### src/rtl/c_operator_token_lexer_assert.svh
// Assertion helpers shared by the lexer RTL.
// Each macro expands to one labeled concurrent assertion, disabled in reset.
`ifndef C_OPERATOR_TOKEN_LEXER_ASSERT_SVH
`define C_OPERATOR_TOKEN_LEXER_ASSERT_SVH

// Same-cycle implication.
`define COTL_ASSERT_IMP(lbl, clk, rst_n, ante, cons) \
  lbl: assert property (@(posedge clk) disable iff (!rst_n) (ante) |-> (cons)) \
    else $error("lexer assertion failed");

// Next-cycle implication.
`define COTL_ASSERT_NXT(lbl, clk, rst_n, ante, cons) \
  lbl: assert property (@(posedge clk) disable iff (!rst_n) (ante) |=> (cons)) \
    else $error("lexer assertion failed");

`endif

### src/rtl/cotl_pkg.sv
// ----------------------------------------------------------------------------
// cotl_pkg
// Token codes, character codes and pending-operator states of the C operator
// lexer, plus the close-code lookup.
// ----------------------------------------------------------------------------
`timescale 1ns / 1ps
`default_nettype none

package cotl_pkg;

  // Bundles in flight between the front and back ends.
  localparam int Q_DEPTH = 2;
  // Tokens one input word can cause.
  localparam int MAX_TOK = 3;

  typedef enum logic [4:0] {
    PEND_NONE, PEND_PLUS, PEND_MINUS, PEND_STAR, PEND_SLASH, PEND_PCT, PEND_EQ,
    PEND_BANG, PEND_LT, PEND_LTLT, PEND_GT, PEND_GTGT, PEND_DOT, PEND_DOTDOT,
    PEND_AMP, PEND_BAR, PEND_CARET
  } pend_e;

  localparam logic [5:0] TK_TILDE   = 6'd0;
  localparam logic [5:0] TK_LPAREN  = 6'd1;
  localparam logic [5:0] TK_RPAREN  = 6'd2;
  localparam logic [5:0] TK_LBRACK  = 6'd3;
  localparam logic [5:0] TK_RBRACK  = 6'd4;
  localparam logic [5:0] TK_LBRACE  = 6'd5;
  localparam logic [5:0] TK_RBRACE  = 6'd6;
  localparam logic [5:0] TK_SEMI    = 6'd7;
  localparam logic [5:0] TK_COMMA   = 6'd8;
  localparam logic [5:0] TK_COLON   = 6'd9;
  localparam logic [5:0] TK_INC     = 6'd10;
  localparam logic [5:0] TK_ADDEQ   = 6'd11;
  localparam logic [5:0] TK_PLUS    = 6'd12;
  localparam logic [5:0] TK_DEC     = 6'd13;
  localparam logic [5:0] TK_SUBEQ   = 6'd14;
  localparam logic [5:0] TK_ARROW   = 6'd15;
  localparam logic [5:0] TK_MINUS   = 6'd16;
  localparam logic [5:0] TK_MULEQ   = 6'd17;
  localparam logic [5:0] TK_STAR    = 6'd18;
  localparam logic [5:0] TK_DIVEQ   = 6'd19;
  localparam logic [5:0] TK_SLASH   = 6'd20;
  localparam logic [5:0] TK_MODEQ   = 6'd21;
  localparam logic [5:0] TK_PCT     = 6'd22;
  localparam logic [5:0] TK_EQEQ    = 6'd23;
  localparam logic [5:0] TK_ASSIGN  = 6'd24;
  localparam logic [5:0] TK_NE      = 6'd25;
  localparam logic [5:0] TK_BANG    = 6'd26;
  localparam logic [5:0] TK_LE      = 6'd27;
  localparam logic [5:0] TK_SHLEQ   = 6'd28;
  localparam logic [5:0] TK_SHL     = 6'd29;
  localparam logic [5:0] TK_LT      = 6'd30;
  localparam logic [5:0] TK_GE      = 6'd31;
  localparam logic [5:0] TK_SHREQ   = 6'd32;
  localparam logic [5:0] TK_SHR     = 6'd33;
  localparam logic [5:0] TK_GT      = 6'd34;
  localparam logic [5:0] TK_ELLIPS  = 6'd35;
  localparam logic [5:0] TK_DOT     = 6'd36;
  localparam logic [5:0] TK_ANDEQ   = 6'd37;
  localparam logic [5:0] TK_LAND    = 6'd38;
  localparam logic [5:0] TK_AMP     = 6'd39;
  localparam logic [5:0] TK_OREQ    = 6'd40;
  localparam logic [5:0] TK_LOR     = 6'd41;
  localparam logic [5:0] TK_BAR     = 6'd42;
  localparam logic [5:0] TK_XOREQ   = 6'd43;
  localparam logic [5:0] TK_CARET   = 6'd44;

  localparam logic [7:0] CH_TILDE  = 8'h7E;
  localparam logic [7:0] CH_LPAREN = 8'h28;
  localparam logic [7:0] CH_RPAREN = 8'h29;
  localparam logic [7:0] CH_LBRACK = 8'h5B;
  localparam logic [7:0] CH_RBRACK = 8'h5D;
  localparam logic [7:0] CH_LBRACE = 8'h7B;
  localparam logic [7:0] CH_RBRACE = 8'h7D;
  localparam logic [7:0] CH_SEMI   = 8'h3B;
  localparam logic [7:0] CH_COMMA  = 8'h2C;
  localparam logic [7:0] CH_COLON  = 8'h3A;
  localparam logic [7:0] CH_PLUS   = 8'h2B;
  localparam logic [7:0] CH_MINUS  = 8'h2D;
  localparam logic [7:0] CH_STAR   = 8'h2A;
  localparam logic [7:0] CH_SLASH  = 8'h2F;
  localparam logic [7:0] CH_PCT    = 8'h25;
  localparam logic [7:0] CH_EQ     = 8'h3D;
  localparam logic [7:0] CH_BANG   = 8'h21;
  localparam logic [7:0] CH_LT     = 8'h3C;
  localparam logic [7:0] CH_GT     = 8'h3E;
  localparam logic [7:0] CH_DOT    = 8'h2E;
  localparam logic [7:0] CH_AMP    = 8'h26;
  localparam logic [7:0] CH_BAR    = 8'h7C;
  localparam logic [7:0] CH_CARET  = 8'h5E;

  // Token for a pending operator that closes without extension.
  function automatic logic [5:0] close_code(input pend_e p);
    logic [5:0] code;
    case (p)
      PEND_PLUS:   code = TK_PLUS;
      PEND_MINUS:  code = TK_MINUS;
      PEND_STAR:   code = TK_STAR;
      PEND_SLASH:  code = TK_SLASH;
      PEND_PCT:    code = TK_PCT;
      PEND_EQ:     code = TK_ASSIGN;
      PEND_BANG:   code = TK_BANG;
      PEND_LT:     code = TK_LT;
      PEND_LTLT:   code = TK_SHL;
      PEND_GT:     code = TK_GT;
      PEND_GTGT:   code = TK_SHR;
      PEND_DOT:    code = TK_DOT;
      PEND_DOTDOT: code = TK_DOT;
      PEND_AMP:    code = TK_AMP;
      PEND_BAR:    code = TK_BAR;
      PEND_CARET:  code = TK_CARET;
      default:     code = TK_TILDE;
    endcase
    return code;
  endfunction

endpackage

`default_nettype wire

### src/rtl/cotl_front.sv
// ----------------------------------------------------------------------------
// cotl_front
// Accepts source words, tracks the pending operator and packs every token a
// word causes into one bundle for the token queue.
// ----------------------------------------------------------------------------
`timescale 1ns / 1ps
`default_nettype none

module cotl_front #(
  parameter int LINE_BITS = 20,
  parameter int TOK_W     = 6 + 20 + 32,
  parameter int BUNDLE_W  = 2 + 3 * (6 + 20 + 32)
) (
  input  wire logic                 clk_i,
  input  wire logic                 rst_ni,
  input  wire logic                 in_valid_i,
  output logic                      in_ready_o,
  input  wire logic [7:0]           char_i,
  input  wire logic [LINE_BITS-1:0] line_i,
  input  wire logic [31:0]          off_i,
  input  wire logic                 eos_i,
  output logic                      push_o,
  input  wire logic                 q_ready_i,
  output logic [BUNDLE_W-1:0]       bundle_o
);

  cotl_pkg::pend_e          pend_q, pend_d;
  logic [LINE_BITS-1:0]     pline_q, pline_d;

  logic [cotl_pkg::MAX_TOK-1:0][TOK_W-1:0] toks;
  logic [1:0]               n;
  logic                     fire;

  cotl_pkg::pend_e          ext_next;
  logic                     ext_next_vld;
  logic [5:0]               ext_code;
  logic                     ext_code_vld;
  logic                     do_flush, do_fresh;

  logic [5:0]               fr_code;
  logic                     fr_single, fr_has_off;
  cotl_pkg::pend_e          fr_start;

  assign in_ready_o = q_ready_i;
  assign fire       = in_valid_i && q_ready_i;

  // How the pending operator reacts to the byte.
  always_comb begin
    ext_next     = cotl_pkg::PEND_NONE;
    ext_next_vld = 1'b0;
    ext_code     = cotl_pkg::TK_TILDE;
    ext_code_vld = 1'b0;
    case (pend_q)
      cotl_pkg::PEND_PLUS: begin
        if (char_i == cotl_pkg::CH_PLUS) begin
          ext_code = cotl_pkg::TK_INC;   ext_code_vld = 1'b1;
        end else if (char_i == cotl_pkg::CH_EQ) begin
          ext_code = cotl_pkg::TK_ADDEQ; ext_code_vld = 1'b1;
        end
      end
      cotl_pkg::PEND_MINUS: begin
        if (char_i == cotl_pkg::CH_MINUS) begin
          ext_code = cotl_pkg::TK_DEC;   ext_code_vld = 1'b1;
        end else if (char_i == cotl_pkg::CH_EQ) begin
          ext_code = cotl_pkg::TK_SUBEQ; ext_code_vld = 1'b1;
        end else if (char_i == cotl_pkg::CH_GT) begin
          ext_code = cotl_pkg::TK_ARROW; ext_code_vld = 1'b1;
        end
      end
      cotl_pkg::PEND_STAR: begin
        ext_code = cotl_pkg::TK_MULEQ; ext_code_vld = (char_i == cotl_pkg::CH_EQ);
      end
      cotl_pkg::PEND_SLASH: begin
        ext_code = cotl_pkg::TK_DIVEQ; ext_code_vld = (char_i == cotl_pkg::CH_EQ);
      end
      cotl_pkg::PEND_PCT: begin
        ext_code = cotl_pkg::TK_MODEQ; ext_code_vld = (char_i == cotl_pkg::CH_EQ);
      end
      cotl_pkg::PEND_EQ: begin
        ext_code = cotl_pkg::TK_EQEQ; ext_code_vld = (char_i == cotl_pkg::CH_EQ);
      end
      cotl_pkg::PEND_BANG: begin
        ext_code = cotl_pkg::TK_NE; ext_code_vld = (char_i == cotl_pkg::CH_EQ);
      end
      cotl_pkg::PEND_LT: begin
        if (char_i == cotl_pkg::CH_EQ) begin
          ext_code = cotl_pkg::TK_LE; ext_code_vld = 1'b1;
        end else if (char_i == cotl_pkg::CH_LT) begin
          ext_next = cotl_pkg::PEND_LTLT; ext_next_vld = 1'b1;
        end
      end
      cotl_pkg::PEND_LTLT: begin
        ext_code = cotl_pkg::TK_SHLEQ; ext_code_vld = (char_i == cotl_pkg::CH_EQ);
      end
      cotl_pkg::PEND_GT: begin
        if (char_i == cotl_pkg::CH_EQ) begin
          ext_code = cotl_pkg::TK_GE; ext_code_vld = 1'b1;
        end else if (char_i == cotl_pkg::CH_GT) begin
          ext_next = cotl_pkg::PEND_GTGT; ext_next_vld = 1'b1;
        end
      end
      cotl_pkg::PEND_GTGT: begin
        ext_code = cotl_pkg::TK_SHREQ; ext_code_vld = (char_i == cotl_pkg::CH_EQ);
      end
      cotl_pkg::PEND_DOT: begin
        ext_next = cotl_pkg::PEND_DOTDOT; ext_next_vld = (char_i == cotl_pkg::CH_DOT);
      end
      cotl_pkg::PEND_DOTDOT: begin
        ext_code = cotl_pkg::TK_ELLIPS; ext_code_vld = (char_i == cotl_pkg::CH_DOT);
      end
      cotl_pkg::PEND_AMP: begin
        if (char_i == cotl_pkg::CH_EQ) begin
          ext_code = cotl_pkg::TK_ANDEQ; ext_code_vld = 1'b1;
        end else if (char_i == cotl_pkg::CH_AMP) begin
          ext_code = cotl_pkg::TK_LAND;  ext_code_vld = 1'b1;
        end
      end
      cotl_pkg::PEND_BAR: begin
        if (char_i == cotl_pkg::CH_EQ) begin
          ext_code = cotl_pkg::TK_OREQ; ext_code_vld = 1'b1;
        end else if (char_i == cotl_pkg::CH_BAR) begin
          ext_code = cotl_pkg::TK_LOR;  ext_code_vld = 1'b1;
        end
      end
      cotl_pkg::PEND_CARET: begin
        ext_code = cotl_pkg::TK_XOREQ; ext_code_vld = (char_i == cotl_pkg::CH_EQ);
      end
      default: begin
      end
    endcase
  end

  // How the byte is handled when nothing is pending.
  always_comb begin
    fr_code    = cotl_pkg::TK_TILDE;
    fr_single  = 1'b1;
    fr_has_off = 1'b0;
    fr_start   = cotl_pkg::PEND_NONE;
    case (char_i)
      cotl_pkg::CH_TILDE:  fr_code = cotl_pkg::TK_TILDE;
      cotl_pkg::CH_LPAREN: fr_code = cotl_pkg::TK_LPAREN;
      cotl_pkg::CH_RPAREN: fr_code = cotl_pkg::TK_RPAREN;
      cotl_pkg::CH_LBRACK: fr_code = cotl_pkg::TK_LBRACK;
      cotl_pkg::CH_RBRACK: fr_code = cotl_pkg::TK_RBRACK;
      cotl_pkg::CH_LBRACE: fr_code = cotl_pkg::TK_LBRACE;
      cotl_pkg::CH_RBRACE: begin
        fr_code = cotl_pkg::TK_RBRACE; fr_has_off = 1'b1;
      end
      cotl_pkg::CH_SEMI: begin
        fr_code = cotl_pkg::TK_SEMI; fr_has_off = 1'b1;
      end
      cotl_pkg::CH_COMMA:  fr_code = cotl_pkg::TK_COMMA;
      cotl_pkg::CH_COLON:  fr_code = cotl_pkg::TK_COLON;
      default: begin
        fr_single = 1'b0;
        case (char_i)
          cotl_pkg::CH_PLUS:  fr_start = cotl_pkg::PEND_PLUS;
          cotl_pkg::CH_MINUS: fr_start = cotl_pkg::PEND_MINUS;
          cotl_pkg::CH_STAR:  fr_start = cotl_pkg::PEND_STAR;
          cotl_pkg::CH_SLASH: fr_start = cotl_pkg::PEND_SLASH;
          cotl_pkg::CH_PCT:   fr_start = cotl_pkg::PEND_PCT;
          cotl_pkg::CH_EQ:    fr_start = cotl_pkg::PEND_EQ;
          cotl_pkg::CH_BANG:  fr_start = cotl_pkg::PEND_BANG;
          cotl_pkg::CH_LT:    fr_start = cotl_pkg::PEND_LT;
          cotl_pkg::CH_GT:    fr_start = cotl_pkg::PEND_GT;
          cotl_pkg::CH_DOT:   fr_start = cotl_pkg::PEND_DOT;
          cotl_pkg::CH_AMP:   fr_start = cotl_pkg::PEND_AMP;
          cotl_pkg::CH_BAR:   fr_start = cotl_pkg::PEND_BAR;
          cotl_pkg::CH_CARET: fr_start = cotl_pkg::PEND_CARET;
          default:            fr_start = cotl_pkg::PEND_NONE;
        endcase
      end
    endcase
  end

  // Build the token bundle and the next pending state.
  always_comb begin
    pend_d   = pend_q;
    pline_d  = pline_q;
    toks     = '0;
    n        = 2'd0;
    do_flush = 1'b0;
    do_fresh = 1'b0;

    if (eos_i) begin
      do_flush = 1'b1;
    end else if (pend_q == cotl_pkg::PEND_NONE) begin
      do_fresh = 1'b1;
    end else if (ext_next_vld) begin
      pend_d = ext_next;
    end else if (ext_code_vld) begin
      toks[n] = {32'd0, pline_q, ext_code};
      n       = n + 2'd1;
      pend_d  = cotl_pkg::PEND_NONE;
    end else begin
      do_flush = 1'b1;
      do_fresh = 1'b1;
    end

    if (do_flush) begin
      // two dots without a third close as two separate dots
      if (pend_q == cotl_pkg::PEND_DOTDOT) begin
        toks[n] = {32'd0, pline_q, cotl_pkg::TK_DOT};
        n       = n + 2'd1;
      end
      if (pend_q != cotl_pkg::PEND_NONE) begin
        toks[n] = {32'd0, pline_q, cotl_pkg::close_code(pend_q)};
        n       = n + 2'd1;
      end
      pend_d = cotl_pkg::PEND_NONE;
    end

    if (do_fresh) begin
      if (fr_single) begin
        toks[n] = {(fr_has_off ? off_i : 32'd0), line_i, fr_code};
        n       = n + 2'd1;
      end else if (fr_start != cotl_pkg::PEND_NONE) begin
        pend_d  = fr_start;
        pline_d = line_i;
      end
    end
  end

  assign push_o   = fire && (n != 2'd0);
  assign bundle_o = {toks, n};

  always_ff @(posedge clk_i or negedge rst_ni) begin
    if (!rst_ni) begin
      pend_q  <= cotl_pkg::PEND_NONE;
      pline_q <= '0;
    end else if (fire) begin
      pend_q  <= pend_d;
      pline_q <= pline_d;
    end
  end

endmodule

`default_nettype wire

### src/rtl/cotl_queue.sv
// ----------------------------------------------------------------------------
// cotl_queue
// Short bundle FIFO that decouples the classifier from the token emitter.
// ----------------------------------------------------------------------------
`timescale 1ns / 1ps
`default_nettype none

`include "c_operator_token_lexer_assert.svh"

module cotl_queue #(
  parameter int W = 8
) (
  input  wire logic         clk_i,
  input  wire logic         rst_ni,
  input  wire logic         push_i,
  input  wire logic [W-1:0] push_data_i,
  output logic              ready_o,
  input  wire logic         pop_i,
  output logic              valid_o,
  output logic [W-1:0]      pop_data_o
);

  localparam int PTR_W = $clog2(cotl_pkg::Q_DEPTH);
  localparam int CNT_W = $clog2(cotl_pkg::Q_DEPTH + 1);

  logic [W-1:0]     mem_q [cotl_pkg::Q_DEPTH];
  logic [PTR_W-1:0] wr_q, wr_d, rd_q, rd_d;
  logic [CNT_W-1:0] count_q, count_d;
  logic             do_push, do_pop;

  assign ready_o    = (count_q != CNT_W'(cotl_pkg::Q_DEPTH));
  assign valid_o    = (count_q != '0);
  assign pop_data_o = mem_q[rd_q];
  assign do_push    = push_i && ready_o;
  assign do_pop     = pop_i && valid_o;

  always_comb begin
    wr_d    = wr_q;
    rd_d    = rd_q;
    count_d = count_q;
    if (do_push) begin
      wr_d = (wr_q == PTR_W'(cotl_pkg::Q_DEPTH - 1)) ? '0 : wr_q + PTR_W'(1);
    end
    if (do_pop) begin
      rd_d = (rd_q == PTR_W'(cotl_pkg::Q_DEPTH - 1)) ? '0 : rd_q + PTR_W'(1);
    end
    if (do_push && !do_pop) begin
      count_d = count_q + CNT_W'(1);
    end else if (do_pop && !do_push) begin
      count_d = count_q - CNT_W'(1);
    end
  end

  always_ff @(posedge clk_i or negedge rst_ni) begin
    if (!rst_ni) begin
      wr_q    <= '0;
      rd_q    <= '0;
      count_q <= '0;
    end else begin
      wr_q    <= wr_d;
      rd_q    <= rd_d;
      count_q <= count_d;
    end
  end

  always_ff @(posedge clk_i) begin
    if (do_push) begin
      mem_q[wr_q] <= push_data_i;
    end
  end

  `COTL_ASSERT_IMP(a_q_no_overflow, clk_i, rst_ni, push_i, ready_o)
  `COTL_ASSERT_IMP(a_q_count_range, clk_i, rst_ni, 1'b1,
                   count_q <= CNT_W'(cotl_pkg::Q_DEPTH))
  `COTL_ASSERT_NXT(a_q_push_seen, clk_i, rst_ni, do_push, valid_o)

endmodule

`default_nettype wire

### src/rtl/cotl_back.sv
// ----------------------------------------------------------------------------
// cotl_back
// Takes bundles from the queue and sends their tokens one word at a time,
// marking the last token of each input word.
// ----------------------------------------------------------------------------
`timescale 1ns / 1ps
`default_nettype none

`include "c_operator_token_lexer_assert.svh"

module cotl_back #(
  parameter int TOK_W    = 6 + 20 + 32,
  parameter int BUNDLE_W = 2 + 3 * (6 + 20 + 32)
) (
  input  wire logic                clk_i,
  input  wire logic                rst_ni,
  input  wire logic                q_valid_i,
  input  wire logic [BUNDLE_W-1:0] q_data_i,
  output logic                     q_pop_o,
  output logic                     out_valid_o,
  input  wire logic                out_ready_i,
  output logic [TOK_W-1:0]         out_tok_o,
  output logic                     out_last_o
);

  logic [BUNDLE_W-1:0] cur_q;
  logic                valid_q;
  logic [1:0]          idx_q;
  logic [1:0]          cnt;
  logic                fire, done, load;

  assign cnt         = cur_q[1:0];
  assign out_valid_o = valid_q;
  assign out_last_o  = (idx_q == 2'(cnt - 2'd1));
  assign fire        = valid_q && out_ready_i;
  assign done        = fire && out_last_o;
  assign load        = !valid_q || done;
  assign q_pop_o     = load && q_valid_i;

  always_comb begin
    case (idx_q)
      2'd1:    out_tok_o = cur_q[2 + TOK_W +: TOK_W];
      2'd2:    out_tok_o = cur_q[2 + 2 * TOK_W +: TOK_W];
      default: out_tok_o = cur_q[2 +: TOK_W];
    endcase
  end

  always_ff @(posedge clk_i or negedge rst_ni) begin
    if (!rst_ni) begin
      valid_q <= 1'b0;
      idx_q   <= 2'd0;
    end else if (load) begin
      valid_q <= q_valid_i;
      idx_q   <= 2'd0;
    end else if (fire) begin
      idx_q   <= idx_q + 2'd1;
    end
  end

  // advance to the next bundle as the last token leaves
  always_ff @(posedge clk_i) begin
    if (q_pop_o) begin
      cur_q <= q_data_i;
    end
  end

  `COTL_ASSERT_IMP(a_b_cnt_nonzero, clk_i, rst_ni, valid_q, cnt != 2'd0)
  `COTL_ASSERT_IMP(a_b_idx_in_range, clk_i, rst_ni, valid_q, idx_q < cnt)
  `COTL_ASSERT_NXT(a_b_stall_holds, clk_i, rst_ni, valid_q && !out_ready_i,
                   valid_q && $stable(idx_q))

endmodule

`default_nettype wire

### src/rtl/c_operator_token_lexer.sv
// ----------------------------------------------------------------------------
// c_operator_token_lexer
// C operator and punctuator lexer: longest match over source bytes, one byte
// per word in, one token per word out.
// ----------------------------------------------------------------------------
//  channel   dir  tdata (low bit up)                          side band
//  s_axis    in   char_code[8] line_number[LB] byte_offset[32]  tuser: end_of_stream
//  m_axis    out  token_code[6] token_line[LB] token_offset[32] tlast: last_of_run
//
//  Input accepts one byte per cycle while the bundle queue has room.
//  Each byte yields 0..3 tokens; the output side sends one token per cycle
//  while tready is high, so a byte with k tokens holds the emitter for all k sends.
//  The two-entry queue lets the input keep flowing while output stalls.
//  Reset clears the pending operator and the queue; no clearing pass.
// ----------------------------------------------------------------------------
`timescale 1ns / 1ps
`default_nettype none

module c_operator_token_lexer #(
  parameter int LINE_BITS = 20
) (
  input  wire logic                clk_i,
  input  wire logic                rst_ni,
  input  wire logic                s_axis_tvalid_i,
  output logic                     s_axis_tready_o,
  // char_code, line_number, byte_offset, zero pad
  input  wire logic [((40 + LINE_BITS + 7) / 8) * 8 - 1:0] s_axis_tdata_i,
  // end_of_stream
  input  wire logic                s_axis_tuser_i,
  output logic                     m_axis_tvalid_o,
  input  wire logic                m_axis_tready_i,
  // token_code, token_line, token_offset, zero pad
  output logic [((38 + LINE_BITS + 7) / 8) * 8 - 1:0] m_axis_tdata_o,
  // last_of_run
  output logic                     m_axis_tlast_o
);

  localparam int OUT_W    = ((38 + LINE_BITS + 7) / 8) * 8;
  localparam int TOK_W    = 6 + LINE_BITS + 32;
  localparam int BUNDLE_W = 2 + cotl_pkg::MAX_TOK * TOK_W;

  logic                push, q_ready, q_valid, q_pop;
  logic [BUNDLE_W-1:0] push_data, pop_data;
  logic [TOK_W-1:0]    tok;

  cotl_front #(
    .LINE_BITS (LINE_BITS),
    .TOK_W     (TOK_W),
    .BUNDLE_W  (BUNDLE_W)
  ) u_front (
    .clk_i      (clk_i),
    .rst_ni     (rst_ni),
    .in_valid_i (s_axis_tvalid_i),
    .in_ready_o (s_axis_tready_o),
    .char_i     (s_axis_tdata_i[7:0]),
    .line_i     (s_axis_tdata_i[8 +: LINE_BITS]),
    .off_i      (s_axis_tdata_i[8 + LINE_BITS +: 32]),
    .eos_i      (s_axis_tuser_i),
    .push_o     (push),
    .q_ready_i  (q_ready),
    .bundle_o   (push_data)
  );

  cotl_queue #(
    .W (BUNDLE_W)
  ) u_queue (
    .clk_i       (clk_i),
    .rst_ni      (rst_ni),
    .push_i      (push),
    .push_data_i (push_data),
    .ready_o     (q_ready),
    .pop_i       (q_pop),
    .valid_o     (q_valid),
    .pop_data_o  (pop_data)
  );

  cotl_back #(
    .TOK_W    (TOK_W),
    .BUNDLE_W (BUNDLE_W)
  ) u_back (
    .clk_i       (clk_i),
    .rst_ni      (rst_ni),
    .q_valid_i   (q_valid),
    .q_data_i    (pop_data),
    .q_pop_o     (q_pop),
    .out_valid_o (m_axis_tvalid_o),
    .out_ready_i (m_axis_tready_i),
    .out_tok_o   (tok),
    .out_last_o  (m_axis_tlast_o)
  );

  assign m_axis_tdata_o = OUT_W'(tok);

endmodule

`default_nettype wire
### config.mk
export PLATFORM = sky130hd
export DESIGN_NAME = c_operator_token_lexer
export DESIGN_NICKNAME = d
export VERILOG_FILES = /design/src/rtl/cotl_pkg.sv /design/src/rtl/cotl_front.sv /design/src/rtl/cotl_queue.sv /design/src/rtl/cotl_back.sv /design/src/rtl/c_operator_token_lexer.sv
export VERILOG_INCLUDE_DIRS = /design/src /design/src/rtl
export SDC_FILE = /design/constraint.sdc
export NUM_CORES = 1
export LEC_CHECK = 0
export BUFFER_PORTS_ARGS = -buffer_cell sky130_fd_sc_hd__buf_2
export CORE_MARGIN = 4
export CORE_UTILIZATION = 55
export DETAILED_ROUTE_END_ITERATION = 8
export PLACE_DENSITY_LB_ADDON = 0.1
export SLEW_MARGIN = 20
export SYNTH_ARGS = -nofsm -noshare
export SYNTH_HDL_FRONTEND = slang
export SYNTH_HIERARCHICAL = 1
export SYNTH_SLANG_ARGS = --single-unit
### constraint.sdc
create_clock -name clk_i -period 12 [get_ports clk_i]
set_clock_uncertainty 0.05 [all_clocks]
set_input_delay 2.4 -clock clk_i [delete_from_list [all_inputs] [get_ports clk_i]]
set_output_delay 2.4 -clock clk_i [all_outputs]
set_load 0.01 [all_outputs]
* Word level (Yosys, flattened, before mapping)
Memories as Yosys holds them, arrays and structs flattened. A register that Yosys moved wholly into a read port is not among the register bits.
Index checks and enable logic that the tools add are counted.
** Storage, ports and cells
- Register bits :: 32
- RAM bits :: 352
- ROM bits :: 192
- Input port bits :: 69
- Output and inout bits :: 67
- Word-level logic and storage cells :: 187
- Memories :: 2
** Operators by class
- Add/sub/neg operators :: 9
- Magnitude comparators :: 6
- Eq/ne operators :: 43
- Multiplexer cells :: 91
- Bitwise operators :: 1
- Reductions and logical operators :: 28
** Memory list
- u_queue.mem_q :: depth 2, bits a word 176, rd ports 1, clocked after Yosys merged registers in 1, wr ports 1, RTL line cotl_queue.sv:26 : logic [W-1:0] mem_q [cotl_pkg::Q_DEPTH];
- (no name shown) :: depth 32, bits a word 6, rd ports 1, clocked after Yosys merged registers in 0, wr ports 0, RTL line cotl_pkg.sv:95 : case (p)
** Operators with widths (count)
- $mux W174 :: 6
- $bwmux W174 :: 3
- $demux W58 S2 :: 3
- $mux W58 :: 6
- $eq A8 B6 Y1 const B :: 16
- $pmux W58 S2 :: 1
- $pmux W6 S15 :: 1
- $mux W5 :: 13
- $pmux W5 S13 :: 1
- $eq A8 B7 Y1 const B :: 7
- $mux W6 :: 9
- $eq A5 B4 Y1 const B :: 8
- $pmux W4 S9 :: 1
- $mux W32 :: 1
- $mux W2 :: 13
- $mux W26 :: 1
- $mux W1 :: 25
- $eq A5 B3 Y1 const B :: 4
- $mux W4 :: 4
- $pmux W5 S3 :: 1
- $logic_and A1 B1 Y1 :: 12
- $add A2 B1 Y2 const B :: 5
- $eq A5 B2 Y1 const B :: 2
- $reduce_bool A5 Y1 :: 2
- other kinds (21) :: 33

* Depth between registers and ports, before layout
- Word-level depth :: 25
- Depth in mapped cells :: 20

* Cells and area by module
The synthesis kept the hierarchy.
** Modules (own cells, without submodules)
- cotl_queue :: instances 1, cells each 566, area each 13434.1 um^2, sequential area each 10670.2 um^2
- cotl_back :: instances 1, cells each 397, area each 6556.3 um^2, sequential area each 5360.1 um^2
- cotl_front :: instances 1, cells each 550, area each 3853.7 um^2, sequential area each 625.6 um^2
- c_operator_token_lexer :: instances 1, cells each 7, area each 48.8 um^2, sequential area each 0.0 um^2

* Worst setup path before layout
Ideal clock, no wire load.
- Path type :: input -> register
- From :: in s_axis_tdata_i[2]
- To :: mem u_queue/mem_q[0][0] (netlist name), enable pin
- Arrival time :: 12.781 ns
- Setup slack :: -1.546 ns
- Cell stages on the path :: 16
- Path buffers :: 2
- Path through :: buf_2 -> nand4b_1 -> nor2_2 -> o311a_1 -> o41a_1 -> buf_4 -> ha_1 -> and2_0 -> nor2_1 -> a22o_1 -> nand2b_1 -> ha_1 -> and2_1 -> a221oi_1 -> nand2_1 -> nor2_1
** Between the ends
- Longest elaborated chain between the ends :: 23
** RTL lines
- start: declaration :: RTL line c_operator_token_lexer.sv:27 : input wire logic [((40 + LINE_BITS + 7) / 8) * 8 - 1:0] s_axis_tdata_i,
- $eq A8 B6 Y1 :: RTL line cotl_front.sv:66, cotl_front.sv:98
- $mux W1 :: RTL line cotl_front.sv:66, cotl_front.sv:98
- $mux W1 :: RTL line cotl_front.sv:64 : end else if (char_i == cotl_pkg::CH_EQ) begin
- $mux W1 :: RTL line cotl_front.sv:62 : if (char_i == cotl_pkg::CH_MINUS) begin
- $pmux W1 S7 :: RTL line cotl_front.sv:53 : case (pend_q)
- $mux W1 :: RTL line cotl_front.sv:191 : end else if (ext_code_vld) begin
- $mux W2 :: RTL line cotl_front.sv:189 : end else if (ext_next_vld) begin
- $mux W2 :: RTL line cotl_front.sv:187 : end else if (pend_q == cotl_pkg::PEND_NONE) begin
- (+8 left out)
- $mux W2 :: RTL line cotl_front.sv:214 : if (fr_single) begin
- $mux W2 * :: RTL line cotl_front.sv:213 : if (do_fresh) begin
- $reduce_bool A2 Y1 * :: RTL line cotl_front.sv:224 : assign push_o = fire && (n != 2'd0);
- $logic_and A1 B1 Y1 * :: RTL line cotl_front.sv:224
- net push :: RTL line c_operator_token_lexer.sv:42 : logic push, q_ready, q_valid, q_pop;
- $logic_and A1 B1 Y1 * :: RTL line cotl_queue.sv:34 : assign do_push = push_i && ready_o;
- $mux W1 * :: RTL line cotl_queue.sv:67 : if (do_push) begin
- $mux W1 (not written as such) * :: RTL line cotl_queue.sv:68 : mem_q[wr_q] <= push_data_i;
- end: declaration :: RTL line cotl_queue.sv:26
Mark *: on every way through the listed nets, which the timed path passes. The rest lies on a longest branch. The select of a mux whose other input is x is not followed.

* Worst setup path in the final report
- From :: in s_axis_tdata_i[1]
- To :: mem u_queue/mem_q[1][30] (netlist name), enable pin
The elaborated chain is that of the path after synthesis.

==> out/qor.yml <==
status: "complete, no violations"
synth-xor-area-share: 0.00367
critPathBufInv: 3
total_leakage_power_uw: 0.00890
regArea_mm2: 0.0167
synthTopCellsByArea: "edfxtp_1, mux2_4, dfrtp_1"
drive_gt1_frac: 0.269
cts_setup_buffers: 0
slew_headroom: 0.225
vias: 13226
cp.arrival_ps: 8080
cts.clk_slew.worst_paths_ps: 60
slowest_delay_ps: 980
synthAdderAreaFrac: 0.00419
cts_resized: 0
period_share: 0.659
vdd_drop_max_uv: 189
crit_start: "s_axis_tdata_i[1]"
die_h_um: 216
synthSimpleGateAreaFrac: 0.0670
min-delay-path-class: "flip-flop to flip-flop"
critPathCaptureType: "flip-flop"
cts_tree: "done"
period_minus_slack_ps: 7910
grt_pass1_wl_um: 76600
io_buffers: 125
tightest_slew_ps: 1160
worstPathMaxFanout: 71
path_delay_family: "simple AND/OR/NAND/NOR gates"
syn_area_per_cell_um2: 15.7
maxCapViolCount: 0
setup_slack_ps: 4090
area_growth_pct: 11.8
min_path_cells: 1
rows: 76
root_buffer: "clkbuf_16"
yosysTopAreaCell: "edfxtp_1"
viasPerCell: 5.86
drt_iter0_markers: 950
synthFlopType: "edfxtp_1"
drt-pass1-iter-count: 7
synth_top_family_by_area: "multiplexers"
yosysTopAreaCellShare: 0.664
met3_usage: 0.0376
tns_ps: 0
yosys-top-cells-count: "edfxtp_1, mux2_4, nor2_1, nand2_1, o21ai_0"
multiInputGateArea_mm2: 0.00667
maxSlewViolCount: 0
grt-busiest-layer: "met2"
use_met2: 0.370
hold_buffers: 0
yosysWarnings: 6
synth_cells: 1520
synth_edf_count: 528
drt_wl_total_um: 49200
cp.required_ps: 12170
place_ws_ps: 3510
path_common_cell: "ha_1"
synth_seq_cells: 560
setup_viol: 0
r2r_cells: 14
gp_congestion: 0.886
hpwl_um: 26300
critPathKind: "input port to flip-flop"
core_mm2: 0.0430
synth_compound_gate_area_share: 0.0827
cts_buffers: 56
grt_pass1_vias: 13747
cp_num_cells: 15
antenna_found_initial: 2
initial_core_util: 0.556
io_pins: 136
ctsHtreeMaxLevel: 2
crit_chain: "buf_2 -> nor2b_1 -> a21oi_1 -> nor4_1 -> o41a_1 -> inv_1 -> ha_1 -> nand2_1 -> o21ai_0 -> o32a_1 -> ha_1 -> and2_1 -> a221oi_1 -> and3_4 -> buf_4"
post-route-drc-count: 0
finalNetCount: 1704
overflow: 0
slowest_stage: "and3_4"
use_met1: 0.268
die_x_um: 216
dieArea_mm2: 0.0468
timing.rr.start: "u_front/pend_q[1]$_DFFE_PN0P_"
ant_nets: 0
hold_start: "u_queue/count_q[1]$_DFFE_PN0P_"
muxShareOfSynthArea: 0.117
start_kind: "input port"
cts_sinks: 560
synthesis.area_mm2: 0.0239
hold_viol: 0
insertion_delay_ps: 600
synth_most_common_cell: "edfxtp_1"
yosys.cell_types.count: 78
p_per_area_mw_per_mm2: 216
wl_per_cell_um: 21.8
rsz0062_at_grt: "false"
ys_seq_area_frac: 0.697
n_fill_cell: 3253
grt_max_degree: 165
grt_usage: 0.209
ys_async_sr_fraction: 0.0571
cts_buffer_depth: 3
fmax_ghz: 0.126
## flip-flops by register name, indices dropped and copies added (netlist names)
name,cells
u_back/cur_q,176
u_back/idx_q,2
u_back/out_valid_o,1
u_front/pend_q,5
u_front/pline_q,20
u_queue/count_q,2
u_queue/mem_q,352
u_queue/rd_q,1
u_queue/wr_q,1
## layout make-up
cell class,instances,share of cell area
Clock buffer,70,0.0567
Sequential cell,560,0.624
Tap cell,585,0.0274
Clock inverter,31,0.00946
Multi-Input combinational cell,847,0.250
Timing Repair Buffer,146,0.0305
Inverter,16,0.00225
Antenna cell,3,0.000281
## per-stage QoR
step,utilization,cells,cell area [µm²],hold slack [ps],total power (µW)
4_1_cts,0.621,2254,26700,456,5840
3_3_place_gp,0.580,2153,24900,425,4120
2_1_floorplan,-,1525,23900,406,3770
6_report,0.622,2258,26700,449,5780
3_5_place_dp,0.580,2153,24900,444,4150
5_1_grt,0.621,2257,26700,481,6060
## power breakdown
| part | internal (µW) | switching (µW) | leakage [µW] |
|---|---|---|---|
| Sequential | 2520 | 109 | 0.00483 |
| Clock | 975 | 705 | 0.000872 |
| Combinational | 587 | 876 | 0.00320 |
## worst paths after layout
kind	to	slack [ps]
hold / removal	u_queue/count_q[1]$_DFFE_PN0P_	450
min in group asynchronous	u_front/pline_q[18]$_DFFE_PN0P_	1900
setup reg to reg	u_queue/mem_q[1][30]$_DFFE_PP_	5210
setup / recovery	u_queue/mem_q[1][30]$_DFFE_PP_	4090
max in group asynchronous	u_queue/rd_q$_DFFE_PN0P_	9310
hold reg to reg	u_queue/count_q[1]$_DFFE_PN0P_	450
## cell usage in the layout (no fill, tap or decap), drive strengths merged, types with 4 or more instances in the layout
master  instances
o31ai           5
conb            6
a31oi           8
nor2          137
nand3b          5
mux2          197
a22o           61
a22oi          62
nand3          12
nand2         115
xnor2           7
o21ai          79
clkinv         24
or2             5
nor2b           5
a21oi          18
nand4           6
nand2b         12
nor3            7
and2            8
ha              8
nand4b          4
o21a            5
clkbuf         70
inv            18
edfxtp        528
dfrtp          32
nor4           11
bufinv          4
buf           146
o22ai          11
## kinds of logic after synthesis
group	after synthesis
multiplexers	199
buffers and inverters	118
other	1
AO/OA/AOI/OAI	282
flip-flops	560
adder cells (fa/ha/maj)	8
AND/OR/NAND/NOR	342
XOR/XNOR	10
## routing by layer
layer  share of wire  wire length, µm
met1            0.41            20100
met2            0.51            25200
met3           0.056             2740
met4           0.024             1180
met5               0                0
Power figures use the tool's default switching activity.
